<file path="config.mk">
export PLATFORM = sky130hd
export DESIGN_NAME = tmcg_front
export DESIGN_NICKNAME = d
export VERILOG_FILES = /design/src/tmcg_pkg.sv /design/src/tmcg_front.sv
export SDC_FILE = /design/constraint.sdc
export NUM_CORES = 1
export LEC_CHECK = 0
export ABC_AREA = 1
export ABC_CLOCK_PERIOD_IN_PS = 5550
export BUFFER_PORTS_ARGS = -buffer_cell sky130_fd_sc_hd__clkbuf_2
export CAP_MARGIN = 15
export CORE_MARGIN = 3
export CORE_UTILIZATION = 45
export DETAILED_ROUTE_END_ITERATION = 12
export PLACE_DENSITY = 0.95
export SETUP_SLACK_MARGIN = 0.1
export SLEW_MARGIN = 15
export SYNTH_ARGS = -nofsm -noshare
export SYNTH_HDL_FRONTEND = slang
export SYNTH_SLANG_ARGS = --single-unit
</file>
<file path="constraint.sdc">
create_clock -name clk -period 5.55 [get_ports clk]
set_clock_uncertainty 0.1 [all_clocks]
set_input_delay 1.11 -clock clk [delete_from_list [all_inputs] [get_ports clk]]
set_output_delay 1.11 -clock clk [all_outputs]
set_load 0.1 [all_outputs]
</file>
<file path="src/tmcg_pkg.sv">
`timescale 1ns / 1ps
// Shared types, constants and helper functions of the text-mode character generator.
package tmcg_pkg;

    localparam int TEXT_COLUMNS_DEF    = 40;
    localparam int TEXT_CELLS_DEF      = 1000;
    localparam int PALETTE_ENTRIES_DEF = 256;
    localparam int GLYPH_LINES         = 8;
    localparam int CELL_PIXELS         = 8;
    localparam int FONT_DEPTH          = 256 * GLYPH_LINES;
    localparam int FONT_AW             = 11;
    localparam int TARGET_W            = 11;
    localparam int QUEUE_DEPTH         = 4;
    localparam int HEIGHT_W            = 9;
    localparam int IN_TDATA_W          = 48;
    localparam int OUT_TDATA_W         = 24;

    localparam logic [HEIGHT_W-1:0] SCREEN_HEIGHT_RESET = 9'd200;
    localparam logic [2:0]          PIX_LAST            = 3'(CELL_PIXELS - 1);

    typedef enum logic [2:0] {
        OP_CHAR_WR = 3'd0,
        OP_FG_WR   = 3'd1,
        OP_BG_WR   = 3'd2,
        OP_PAL_WR  = 3'd3,
        OP_FONT_WR = 3'd4,
        OP_RENDER  = 3'd5
    } op_t;

    typedef enum logic [2:0] {
        ST_CLEAR,
        ST_IDLE,
        ST_RD_CELL,
        ST_RD_FG,
        ST_RD_BG,
        ST_LOAD
    } state_t;

    // One queued command: the operation, its data and the glyph line of a render
    typedef struct packed {
        op_t         op;
        logic [15:0] value;
        logic [2:0]  sub;
    } cmd_t;

    function automatic int cell_w(input int cells);
        return (cells > 1) ? $clog2(cells) : 1;
    endfunction

    function automatic int addr_w(input int cells);
        return (cell_w(cells) > TARGET_W) ? cell_w(cells) : TARGET_W;
    endfunction

endpackage

</file>
<file path="src/tmcg_front.sv">
`timescale 1ns / 1ps
// Front end: accepts input items, holds screen height, classifies and range-checks.
module tmcg_front #(
    parameter int TEXT_COLUMNS    = tmcg_pkg::TEXT_COLUMNS_DEF,
    parameter int TEXT_CELLS      = tmcg_pkg::TEXT_CELLS_DEF,
    parameter int PALETTE_ENTRIES = tmcg_pkg::PALETTE_ENTRIES_DEF,
    localparam int ADDR_W = tmcg_pkg::addr_w(TEXT_CELLS)
) (
    input  logic                               clk,
    input  logic                               rst_n,
    input  logic                               cfg_we,
    input  logic [tmcg_pkg::HEIGHT_W-1:0]      cfg_wdata,
    input  logic                               s_tvalid,
    output logic                               s_tready,
    input  logic [tmcg_pkg::IN_TDATA_W-1:0]    s_tdata,
    input  logic [2:0]                         s_tuser,
    input  logic                               q_full,
    input  logic                               clearing,
    output logic                               push,
    output tmcg_pkg::cmd_t                     push_cmd,
    output logic [ADDR_W-1:0]                  push_addr
);

    logic [tmcg_pkg::HEIGHT_W-1:0] screen_height_reg;
    logic [10:0]                   target;
    logic [15:0]                   value;
    logic [8:0]                    line;
    logic [5:0]                    col;
    logic [5:0]                    row;
    logic [14:0]                   cell_lin;
    logic                          keep;
    tmcg_pkg::op_t                 op;

    assign op     = tmcg_pkg::op_t'(s_tuser);
    assign target = s_tdata[10:0];
    assign value  = s_tdata[26:11];
    assign line   = s_tdata[35:27];
    assign col    = s_tdata[41:36];

    // Glyphs are eight lines high: text row is the upper line bits
    assign row      = line[8:3];
    assign cell_lin = 15'(row) * 15'(TEXT_COLUMNS) + 15'(col);

    always_comb
    begin
        keep      = 1'b0;
        push_addr = ADDR_W'(target);
        unique case (op)
            tmcg_pkg::OP_CHAR_WR,
            tmcg_pkg::OP_FG_WR,
            tmcg_pkg::OP_BG_WR:
            begin
                keep = (32'(target) < TEXT_CELLS);
            end
            tmcg_pkg::OP_PAL_WR:
            begin
                keep = (32'(target) < PALETTE_ENTRIES);
            end
            tmcg_pkg::OP_FONT_WR:
            begin
                keep = 1'b1;
            end
            tmcg_pkg::OP_RENDER:
            begin
                keep      = (line < screen_height_reg) && (32'(col) < TEXT_COLUMNS)
                            && (32'(cell_lin) < TEXT_CELLS);
                push_addr = ADDR_W'(cell_lin);
            end
            default:
            begin
                keep = 1'b0;
            end
        endcase
    end

    assign push_cmd.op    = op;
    assign push_cmd.value = value;
    assign push_cmd.sub   = line[2:0];

    // Hold off items during the clearing pass; dropped items are still taken
    assign s_tready = !q_full && !clearing;
    assign push     = s_tvalid && s_tready && keep;

    always_ff @(posedge clk or negedge rst_n)
    begin
        if (!rst_n)
        begin
            screen_height_reg <= tmcg_pkg::SCREEN_HEIGHT_RESET;
        end
        else if (cfg_we)
        begin
            screen_height_reg <= cfg_wdata;
        end
    end

endmodule

</file>
Yosys cells after proc, flatten, opt, wreduce, memory -nomap -nowiden
Cells that the tools add are included.
- register bits: 9
- bits in latches: 0
- memory bits (writable): 0
- ROM bits: 0
- output and inout port bits: 35
- logic and storage cells: 24
- memories kept: 0
- $add $sub $neg: 1
- multipliers: 1
- div/mod/pow operators: 0
- order comparisons: 5
- eq/ne operators: 5
- shifts and indexed selects: 0
- mux-type cells: 2
- bitwise operators: 0
- reduce and logical (&&, ||, !) cells: 9
- operators by type and width (cell ; count):
    $add 12x6->13 ; 1
    $lt 13x10->1 const B ; 1
    $lt 11x10->1 const B ; 1
    $lt 11x9->1 const B ; 1
    $mux 11 ; 1
    $lt 9x9->1 ; 1
    $mul 6x3->9 const B ; 1
    $eq 3x2->1 const B ; 2
    $eq 3x3->1 const B ; 2
    $lt 6x6->1 const B ; 1
    $logic_and 1x1->1 ; 5
    $pmux 1 s4 ; 1
    $eq 3x1->1 const B ; 1
    $logic_not 3->1 ; 1
    $reduce_or 3->1 ; 1
    $logic_not 1->1 ; 2

Depth between registers and ports, before layout
- depth in word-level cells: 6
- depth in mapped cells: 15
- mapped depth without buffers: 15

Least setup slack after synthesis
OpenSTA, ideal clock, no wires.
- kind: input to output
- from: in s_tdata[31] in the netlist's numbering
- to: out push_addr[7]
- arrival time: 4.461 ns
- slack: -0.121 ns
- cell stages on the path: 8
- path buffers: 0
- cells stage by stage: ha_1 > ha_1 > fa_1 > nand2_1 > inv_1 > nand2_1 > nand2_1 > o21ai_0
- word-level cells in the longest chain between the ends: 3
- RTL lines (what ; line ; source):
    from (decl) ; tmcg_front.sv:15 ; input logic [tmcg_pkg::IN_TDATA_W-1:0] s_tdata,
    $mul 6x3->9 ; tmcg_front.sv:42 ; assign cell_lin = 15'(row) * 15'(TEXT_COLUMNS) + 15'(col);
    $add 12x6->13 ; tmcg_front.sv:42 ;
    $mux 11 ; tmcg_front.sv:48 ; unique case (op)
    to (decl) ; tmcg_front.sv:21 ; output logic [ADDR_W-1:0] push_addr
Every way passes these cells.

Final worst setup path
- from: in s_tdata[31] in the netlist's numbering
- to: out push
- word-level cells in the longest chain between the ends: 6
- elaborated cells between the ends (all ways): 8
- RTL lines (what ; line ; source):
    $mul 6x3->9 ; tmcg_front.sv:42 ;
    $add 12x6->13 ; tmcg_front.sv:42 ;
    $lt 13x10->1 ; tmcg_front.sv:66 ; && (32'(cell_lin) < TEXT_CELLS);
    $logic_and 1x1->1 (*) ; tmcg_front.sv:66 ;
    $pmux 1 s4 (*) ; tmcg_front.sv:48 ;
    $logic_and 1x1->1 (*) ; tmcg_front.sv:82 ; assign push = s_tvalid && s_tready && keep;
    to (decl) ; tmcg_front.sv:19 ; output logic push,
Every way passes the cells marked *; elsewhere a longest branch is shown, timed or not.

==> metrics.md <==
| Metric | Value |
|---|---|
| Outcome | `complete, no violations` |
| Vias per cell | `~4.9` |
| Req. time, crit path | `around 4.3 ns` |
| Die X | `62.20 µm` |
| Fin crit share | `88.98%` |
| Wire length per cell | `around 10 µm` |
| Worst slew pin tran | `0.5471 ns` |
| Detail Route Antenna Nets | `0` |
| Slew headroom | `63.68%` |
| Cell count after synthesis | `223` |
| Max reg flops | `9` |
| CTS Root Cell | `clkbuf_4` |
| Post-synthesis compound-gate area fraction | `10.39%` |
| Vias in the first global route | `around 1.4k` |
| Ant diodes | `0` |
| Post-synthesis sequential area ratio | `16.11%` |
| Final wirelength | `3.087 mm` |
| IO Port Bufs | `62` |
| Post-Layout Cell Count | `305` |
| Crit Path Max Fanout | `4` |
| Synth top area share | `19.54%` |
| Violation count after the first detailed-routing iteration | `54` |
| Setup TNS | `0 ns` |
| P&R area growth vs syn | `14.70%` |
| Design Area, Final | `1630 µm²` |
| Slew Viols, Final | `0` |
| Nature of the critical path endpoint | `primary output` |
| Drt pass-1 iters | `4` |
| DR DRC count | `0` |
| CTS tree | `built` |
| CTS Hold Buffers Added | `0` |
| Mapped Area | `1421 µm²` |
| FF-to-FF setup slack | `4.65 ns` |
| Final HPWL DP | `approximately 2.8 mm` |
| Initial Utilization | `49.41%` |
| Power per cell area | `between 150 and 200 nW/µm²` |
| Count of cell types in the netlist | `23` |
| Post-CTS Resized | `0` |
| Maximum Capacitance Violations | `0` |
| Xor/xnor share of the synthesized area | `0.6162%` |
| Top cells by count, synth | `nand2_1, inv_1, buf_4` |
| Adder-cell share of the synthesized area | `19.54%` |
| GPL Wtd Cong | `~0.88` |
| DR vias | `1488` |
| Share of cells above drive strength 1 | `28.14%` |
| CP startpoint kind | `primary input` |
| P_leak | `1.020 nW` |
| Crit path DAT | `3.73 ns` |
| Cells taking the most area after synthesis | `nand2_1, ha_1, buf_4, dfrtp_1, inv_1` |
| Worst-Skew Late Latency | `0.24 ns` |
| Peak supply drop | `0.1328 mV` |
| Setup Viol. Count Final | `0` |
| Final net count | `351` |
| RSZ-0062 raised after global routing | `false` |
| Warnings, synthesis | `0` |
| Synth Net Count | `310` |
| FP Rows | `19` |
| Overflow after GRT | `0` |
| Number of CTS-inserted buffers | `3` |
| Synth Area in Simple Gates | `32.22%` |
| Most common cell in the netlist | `nand2_1` |
| Area after DPL | `1604 µm²` |
| Synthesis-stage register bit count | `9` |
| IO Count | `just over 100` |
| Largest family of logic cells by synthesized area | `simple AND/OR/NAND/NOR gates` |
| Top_reg_cell synth | `dfrtp_1` |
| Fin. Hold Viols | `0` |
| Gr usage total | `16.37%` |
| Syn_area_per_cell | `6.374 µm²` |
| Critical path class | `in2out` |
| Highest clock rate | `202.5 MHz` |
| CORE AREA | `2877 µm²` |
| Post-synth EDFFs | `0` |
| Worst-path clk slew | `0.06 ns` |
| Tmin final | `between 4 and 5 ns` |
| Largest net degree at the start of global routing | `18` |
| Die height | `62.20 µm` |
| Placed insts | `301` |
| Yosys top cell by area | `nand2_1` |
| Clk buf depth | `2` |
| Clock Sinks | `9` |
| Initial antenna violation count | `0` |
| H-tree depth | `1` |
| Async S/R FF share, synth | `100.0%` |
| First-pass GRT wire length | `5.595 mm` |
| Post-synthesis mux area share | `0.7923%` |
| DIE AREA | `3869 µm²` |
| Worst Hold Class | `reg2reg` |
| Post-CTS Setup Bufs | `0` |
| Final hold slack | `0.3912 ns` |
[routing by layer]
metal / vias up / share of wire [%] / track usage, % / wire length [µm]
met1: 650 / 42 / 18.54 / 1293
met5: - / 0 / 0 / 0
li1: 775 / - / - / -
met4: 0 / 0.065 / 4.420 / 2
met3: 2 / 8.4 / 3.243 / 258
met2: 61 / 50 / 30.91 / 1532
[stage by stage]
stage	worst slack [ns]	power (mW)	utilization, %
after floorplan	0.1413	0.2885	-
after global placement	0.6616	0.2713	55.76
after detailed placement	0.6018	0.2771	55.76
after CTS	0.5948	0.3257	56.68
after global routing	0.3534	0.3496	56.68
final	0.6117	0.3218	56.68
[worst paths after layout]
path	endpoint	cells past startpoint	from
min reg2reg	screen_height_reg[6]	2	screen_height_reg[6]
max in group asynchronous	screen_height_reg[3]	1	rst_n
max reg2reg	screen_height_reg[3]	2	screen_height_reg[3]
max	push	15	s_tdata[31]
min in group asynchronous	screen_height_reg[2]	1	rst_n
min	screen_height_reg[6]	2	screen_height_reg[6]
[cell usage in the layout, fill, tap and decap left out]
master     n
nor2_2     1
dfrtp_1    6
nand3_1   13
xor2_1     1
mux2_2     1
a22oi_1    1
clkbuf_1   1
nand4_1    3
nor3b_1    1
clkbuf_4   3
ha_1      19
nand3b_4   1
nor2_1    15
a21oi_1    8
o21ai_1    1
fa_1       2
o21ai_2    1
nand2_2    1
inv_1     29
a21oi_2    1
a31oi_1    2
nand2_1   74
o21ai_0   13
dfstp_2    3
clkbuf_2  62
[logic make-up after synthesis]
group	count (synthesis)
simple gates	109
buf+inv	55
compound gates	27
fa+ha+maj	21
flops	9
xor+xnor	1
mux	1
[critical path, stage by stage]
cell,delay (ns)
clkbuf_2,0.13
ha_1,0.31
ha_1,0.25
fa_1,0.51
nand2_1,0.05
inv_1,0.12
nand2_1,0.10
nor2_2,0.15
nand3_1,0.12
nand3_1,0.10
nor2_1,0.05
nor2_1,0.08
nand2_1,0.08
a21oi_2,0.11
clkbuf_2,0.46
[final cells by class]
type | instances | area, µm²
multi-input combinational | 159 | 903.4
timing repair buffer | 62 | 310.3
sequential | 9 | 229.0
fill | 286 | 1246
inverter | 29 | 108.9
clock buffer | 4 | 26.28
tap | 42 | 52.55
[power by group]
| group | switching (mW) | internal (mW) |
|---|---|---|
| sequential | 0.00172 | 0.0730 |
| combinational | 0.145 | 0.0554 |
| clock | 0.0189 | 0.0275 |
(Power assumes the default switching activity.)
