==> src/tmcg_pkg.sv <==
`timescale 1ns / 1ps
// Shared types, constants and helper functions of the text-mode character generator.
package tmcg_pkg;

    localparam int TEXT_COLUMNS_DEF    = 40;
    localparam int TEXT_CELLS_DEF      = 1000;
    localparam int PALETTE_ENTRIES_DEF = 256;
    localparam int GLYPH_LINES         = 8;
    localparam int CELL_PIXELS         = 8;
    localparam int FONT_DEPTH          = 256 * GLYPH_LINES;
    localparam int FONT_AW             = 11;
    localparam int TARGET_W            = 11;
    localparam int QUEUE_DEPTH         = 4;
    localparam int HEIGHT_W            = 9;
    localparam int IN_TDATA_W          = 48;
    localparam int OUT_TDATA_W         = 24;

    localparam logic [HEIGHT_W-1:0] SCREEN_HEIGHT_RESET = 9'd200;
    localparam logic [2:0]          PIX_LAST            = 3'(CELL_PIXELS - 1);

    typedef enum logic [2:0] {
        OP_CHAR_WR = 3'd0,
        OP_FG_WR   = 3'd1,
        OP_BG_WR   = 3'd2,
        OP_PAL_WR  = 3'd3,
        OP_FONT_WR = 3'd4,
        OP_RENDER  = 3'd5
    } op_t;

    typedef enum logic [2:0] {
        ST_CLEAR,
        ST_IDLE,
        ST_RD_CELL,
        ST_RD_FG,
        ST_RD_BG,
        ST_LOAD
    } state_t;

    // One queued command: the operation, its data and the glyph line of a render
    typedef struct packed {
        op_t         op;
        logic [15:0] value;
        logic [2:0]  sub;
    } cmd_t;

    function automatic int cell_w(input int cells);
        return (cells > 1) ? $clog2(cells) : 1;
    endfunction

    function automatic int addr_w(input int cells);
        return (cell_w(cells) > TARGET_W) ? cell_w(cells) : TARGET_W;
    endfunction

endpackage

==> src/tmcg_fifo.sv <==
`timescale 1ns / 1ps
// Short command queue between the front and back ends.
module tmcg_fifo #(
    parameter int WIDTH = 8,
    parameter int DEPTH = tmcg_pkg::QUEUE_DEPTH,
    localparam int PW = (DEPTH > 1) ? $clog2(DEPTH) : 1,
    localparam int CW = $clog2(DEPTH + 1)
) (
    input  logic             clk,
    input  logic             rst_n,
    input  logic             wr_en,
    input  logic [WIDTH-1:0] wr_data,
    output logic             full,
    input  logic             rd_en,
    output logic [WIDTH-1:0] rd_data,
    output logic             rd_valid
);

    logic [WIDTH-1:0] mem_reg [DEPTH];
    logic [PW-1:0]    wr_ptr_reg, wr_ptr_next;
    logic [PW-1:0]    rd_ptr_reg, rd_ptr_next;
    logic [CW-1:0]    count_reg, count_next;

    assign full     = (count_reg == CW'(DEPTH));
    assign rd_valid = (count_reg != '0);
    assign rd_data  = mem_reg[rd_ptr_reg];

    always_comb
    begin
        wr_ptr_next = wr_ptr_reg;
        rd_ptr_next = rd_ptr_reg;
        count_next  = count_reg;
        if (wr_en)
        begin
            wr_ptr_next = (wr_ptr_reg == PW'(DEPTH - 1)) ? '0 : wr_ptr_reg + 1'b1;
        end
        if (rd_en)
        begin
            rd_ptr_next = (rd_ptr_reg == PW'(DEPTH - 1)) ? '0 : rd_ptr_reg + 1'b1;
        end
        if (wr_en && !rd_en)
        begin
            count_next = count_reg + 1'b1;
        end
        else if (rd_en && !wr_en)
        begin
            count_next = count_reg - 1'b1;
        end
    end

    always_ff @(posedge clk or negedge rst_n)
    begin
        if (!rst_n)
        begin
            wr_ptr_reg <= '0;
            rd_ptr_reg <= '0;
            count_reg  <= '0;
        end
        else
        begin
            wr_ptr_reg <= wr_ptr_next;
            rd_ptr_reg <= rd_ptr_next;
            count_reg  <= count_next;
        end
    end

    always_ff @(posedge clk)
    begin
        if (wr_en)
        begin
            mem_reg[wr_ptr_reg] <= wr_data;
        end
    end

`ifndef ASSERT_OFF
    a_no_overflow: assert property (@(posedge clk) disable iff (!rst_n)
        full |-> !wr_en)
        else $error("queue written while full");
    a_no_underflow: assert property (@(posedge clk) disable iff (!rst_n)
        !rd_valid |-> !rd_en)
        else $error("queue read while empty");
    a_count_up: assert property (@(posedge clk) disable iff (!rst_n)
        (wr_en && !rd_en) |=> (count_reg == $past(count_reg) + 1'b1))
        else $error("queue count did not advance on write");
`endif

endmodule

==> config.mk <==
export PLATFORM = sky130hd
export DESIGN_NAME = tmcg_fifo
export DESIGN_NICKNAME = d
export VERILOG_FILES = /design/src/tmcg_pkg.sv /design/src/tmcg_fifo.sv
export SDC_FILE = /design/constraint.sdc
export NUM_CORES = 1
export LEC_CHECK = 0
export BUFFER_PORTS_ARGS = -buffer_cell sky130_fd_sc_hd__buf_4
export CELL_PAD_IN_SITES_DETAIL_PLACEMENT = 0
export CELL_PAD_IN_SITES_GLOBAL_PLACEMENT = 2
export CORE_MARGIN = 2
export CORE_UTILIZATION = 45
export CTS_BUF_LIST = sky130_fd_sc_hd__clkbuf_16
export CTS_CLUSTER_DIAMETER = 40
export DETAILED_ROUTE_END_ITERATION = 6
export PLACE_DENSITY_LB_ADDON = 0.1
export SYNTH_ARGS = -nofsm -noshare
export SYNTH_HDL_FRONTEND = slang
export SYNTH_SLANG_ARGS = --single-unit
==> constraint.sdc <==
create_clock -name clk -period 2.5 [get_ports clk]
set_input_delay 0.25 -clock clk [delete_from_list [all_inputs] [get_ports clk]]
set_output_delay 0.25 -clock clk [all_outputs]
set_load 0.05 [all_outputs]
======== Word-level counts from Yosys, hierarchy flattened ========
Memories as Yosys holds them, arrays and structs flattened.
Cells that the tools add are included.
word-level totals
  register bits after elaboration ......... 7
  output and inout bits ................... 10
  logic and storage cells ................. 23
  input port bits ......................... 12
  bits in writable memories ............... 32
  memories kept ........................... 1
memories
  memory   depth  width  read ports  clocked after memory_dff  wr ports  RTL line         RTL
  mem_reg  4      8      1           0                         1         tmcg_fifo.sv:19  logic [WIDTH-1:0] mem_reg [DEPTH];
operators by class
  reductions and logical operators ........ 6
  muxes and demuxes ....................... 6
  eq/ne operators ......................... 3
  add/sub/neg operators ................... 4
operators with widths
  cell                                                                count
  3-bit two-way mux                                                   2
  2-bit by 1-bit adder with 2-bit output, second input constant       2
  2-bit == test, second input constant                                2
  2-bit two-way mux                                                   2
  3-bit by 1-bit adder with 3-bit output, second input constant       1
  3-bit == test, second input constant                                1
  3-bit nonzero test                                                  1
  3-bit by 1-bit subtractor with 3-bit output, second input constant  1
  1-bit logical AND                                                   2
  1-bit zero test                                                     2
  1-bit two-way mux                                                   2
  2-bit nonzero test                                                  1

======== Depth between registers and ports, before layout ========
  depth in word-level cells ............... 4
  mapped depth ............................ 7
  depth with buffers taken out ............ 7

======== Least setup slack after synthesis ========
No wires, ideal clock.
  kind .................................... register -> output
  start ................................... register count_reg[0]
  end ..................................... output port full
  required time ........................... 2.250 ns
  path slack .............................. 0.674 ns
  stages on the path, launching flop included .. 2
  path buffers ............................ 0
  arrival ................................. 1.576 ns
  cell sequence ........................... dfrtp_1 nor3b_1
between the ends
  word-level cells in the longest chain between the ends .. 1
RTL lines
  element                 RTL line         RTL
  start, declared         tmcg_fifo.sv:22  logic [CW-1:0] count_reg, count_next;
  start signal, assigned  tmcg_fifo.sv:63  count_reg <= count_next;
  3-bit == test           tmcg_fifo.sv:24  assign full = (count_reg == CW'(DEPTH));
  end, declared           tmcg_fifo.sv:13  output logic full,
Every way passes these cells.

======== Worst setup path after layout ========
  start ................................... register rd_ptr_reg[0]
  end ..................................... output port rd_data[2]
between the ends
  word-level cells in the longest chain between the ends .. 1
RTL lines
  element                 RTL line         RTL
  start, declared         tmcg_fifo.sv:21  logic [PW-1:0] rd_ptr_reg, rd_ptr_next;
  start signal, assigned  tmcg_fifo.sv:62  rd_ptr_reg <= rd_ptr_next;
  memory 4 x 8 bit        --
  end, declared           tmcg_fifo.sv:15  output logic [WIDTH-1:0] rd_data,
Every way passes these cells.

==> implementation parameters <==
Parameter                              Value

Clock tree
  Worst-skew pair later-pin latency ... 270 ps
  Setup fix buffers added after clock tree synthesis ... 0
  Clock-pin slew on the worst setup and hold paths ... 50 ps
  TritonCTS clock tree ... yes
  Root Buffer ... clkbuf_16
  Num CTS Buffers ... 5
  CTS sink count ... 39
  Maximum buffer depth of the clock tree ... 2
  Count of instances resized after the clock tree is built ... 0
  Number of levels the H-tree was split into ... 2

Timing
  Max Fclk ... 491 MHz
  Final setup TNS ... 0 ps
  Slew at the pin with the worst max-slew slack ... 595 ps
  Number of max-slew violations in the final report ... 0
  Setup Viol. Count Final ... 0
  Worst setup slack after layout ... 464 ps
  Relative slew margins ... 60.3%
  Number of hold-slack violations in the final timing report ... 0
  Setup repair after global routing missed its margin ... no
  Maximum clock skew at final layout ... 2.47 ps
  Min cycle time layout ... 2040 ps
  Part of the cycle the worst path needs ... 81.4%

Synthesis
  Synthesized area divided by synthesized cell count ... 19.9 µm²
  Number of distinct library cells after synthesis ... 18
  Gate count after technology mapping ... 79
  Synthesized flop and latch total ... 39
  Post-synthesis share of cell area spent on xor and xnor gates ... 1.67%
  Yosys Warn Count ... 0
  Syn_nets ... 98
  Share of synthesized cell area in full adder, half adder and majority cells ... 6.05%
  Combinational family with the most area after synthesis ... multiplexers
  Area fraction in compound gates after synthesis ... 0.637%
  Multiplexer area fraction after synthesis ... 13.6%
  Area of the mapped netlist ... 1570 µm²
  Post-synthesis share of cell area spent on and, or, nand and nor gates ... 3.50%
  Sequential fraction of the synthesis area ... 72.3%

Floorplanning
  Floorplan die area ... 3980 µm²
  Overall die height ... 63.1 µm
  Core Box Area ... 3340 µm²
  Starting Density ... 47.1%
  Die width ... 63.1 µm
  Number of rows in the core area ... 21
  Total I/O pin count ... 22

Finish
  Diodes inserted ... 0
  Max reg flops ... 32
  Most common library cell in the layout ignoring fill and taps ... edfxtp_1
  Fill count ... 288
  Non-filler instance count after layout ... 153
  Commonest non-fill, non-tap cells in the layout ... 32 x edfxtp_1, 21 x buf_4, 8 x mux4_2
  Layout area overhead ... 22.1%
  Post-layout nets ... 125
  Share of final-layout standard cells stronger than drive strength 1 ... 35.5%

Setup path
  Type of the worst setup path ... reg -> out
  End of the worst register-to-register path ... rd_ptr_reg[1]
  CP bufs+invs ... 1
  Element type at the critical path start ... flip-flop
  Cell count of the worst reg-to-reg path ... 2
  Reg-to-Reg Start ... rd_ptr_reg[0]
  Data arrival time at the worst-slack endpoint ... 1790 ps
  Crit path launch ... rd_ptr_reg[0]
  Crit path capture type ... output port
  Biggest cell delay along the critical path ... 720 ps
  Gate family responsible for the most delay along the worst path ... flip-flops
  Reg-to-reg setup timing slack ... 1090 ps
  Slowest cell on the critical path ... dfrtp_1
  CP Data Required Time ... 2250 ps
  Worst-path fanout max ... 11
  Crit path capture ... rd_data[2]
  List of cells traversed by the critical path ... mux4_2, buf_4
  Path length in cells of the critical path ... 2

Placement
  Count of buffers inserted at the top-level ports ... 21
  Post-placement cell count ... 144
  Worst-case setup slack after placement ... 720 ps
  Routability congestion estimate from global placement ... 0.687
  Detailed-placement wirelength estimate ... 1590 µm

Global routing
  Number of antenna violations at the first check in global routing ... 0
  Total gr overflow ... 0
  Number of global-route vias before repair ... 794
  Largest net degree at the start of global routing ... 13
  Overall Global Routing Usage ... 13.7%
  First-pass GRT wire length ... 3880 µm

Worst hold path
  Worst min-delay path category ... in -> reg

Drt
  Via total after detailed routing ... 732
  First DRT Iteration DRCs ... 24
  WL final ... 2270 µm
  Routed vias/inst ... 4.78
  DRC ... 0
  Detail-routed net length per standard cell ... 14.8 µm
  ANT nets after route ... 0
  Detailed-router iteration count before antenna repair ... 4

Power
  Power per unit of standard cell area ... 1260 nW/µm²
  Leakage power summed over all cells ... 0.725 nW
  Worst VDD drop ... 549 µV

Status
  Status ... completed

Run
  Max-cap violations ... 0
[per-layer routing]
metal / global-route usage [%] / part of all wire [%]
met2: 22.1 / 51
met5: 0 / 0
met4: 8.33 / 1.6
met3: 5.18 / 4.3
met1: 15.5 / 43
[how the worst min path moves through the flow]
stage / start / to / slack [ps] / cells after the start
floorplan: rst_n / count_reg[0] / -50 / 0
global placement: rst_n / count_reg[2] / 70 / 1
detailed placement: rst_n / rd_ptr_reg[1] / 70 / 1
CTS: wr_data[0] / mem_reg[0][0] / 170 / 1
global route: wr_data[7] / mem_reg[1][7] / 170 / 1
finish: wr_data[0] / mem_reg[0][0] / 180 / 1
[logic make-up after synthesis]
family / after synthesis
multiplexers: 11
buffers and inverters: 7
flip-flops: 39
XOR/XNOR: 3
adder cells (fa/ha/maj): 7
AO/OA/AOI/OAI: 2
AND/OR/NAND/NOR: 10
[where the power goes]
| group | internal [mW] | leakage [nW] | switching, mW |
|---|---|---|---|
| combinational | 0.349 | 0.276 | 0.516 |
| sequential | 0.856 | 0.377 | 0.132 |
| clock | 0.359 | 0.0724 | 0.213 |
[worst register-to-register path, stage by stage (launching register included)]
cell and delay (ps):
dfrtp_1 720, ha_1 330, mux2_2 250
[what timing repair did]
item                                   4_1_cts  5_1_grt
hold buffers                                 1        0
setup endpoints to repair                    0        0
endpoints found under the hold margin        7        0
[synth_stat cells]
master | number | area [µm²]
nor2_1 | 2 | 7.51
inv_1 | 5 | 18.8
xnor2_1 | 1 | 8.76
buf_6 | 1 | 11.3
mux2_2 | 3 | 33.8
nor3b_1 | 1 | 7.51
or3_1 | 1 | 6.26
ha_1 | 6 | 75.1
dfrtp_1 | 7 | 175
mux4_2 | 8 | 180
nand3_1 | 1 | 5.00
o21ai_0 | 2 | 10.0
xor2_1 | 2 | 17.5
nand2_1 | 1 | 3.75
fa_1 | 1 | 20.0
and2_1 | 4 | 25.0
buf_2 | 1 | 5.00
edfxtp_1 | 32 | 961
[layout make-up]
type / count / area [µm²] / area share [%]
Clock buffer: 5 / 125 / 6.52
Clock inverter: 3 / 12.5 / 0.652
Inverter: 5 / 18.8 / 0.978
Multi-Input combinational cell: 33 / 400 / 20.9
Sequential cell: 39 / 1140 / 59.2
Tap cell: 46 / 57.6 / 3.00
Timing Repair Buffer: 22 / 168 / 8.74
[stage by stage]
step / area (µm²) / hold slack, ps / utilization (%) / total power, mW
global route: 1920 / 168 / 57.5 / 2.57
detailed placement: 1770 / 72.4 / 53.1 / 1.89
global placement: 1770 / 70.4 / 53.1 / 1.88
finish: 1920 / 175 / 57.5 / 2.43
floorplan: 1570 / -45.6 / - / 1.67
CTS: 1920 / 168 / 57.5 / 2.46
Power figures use the tool's default switching activity.
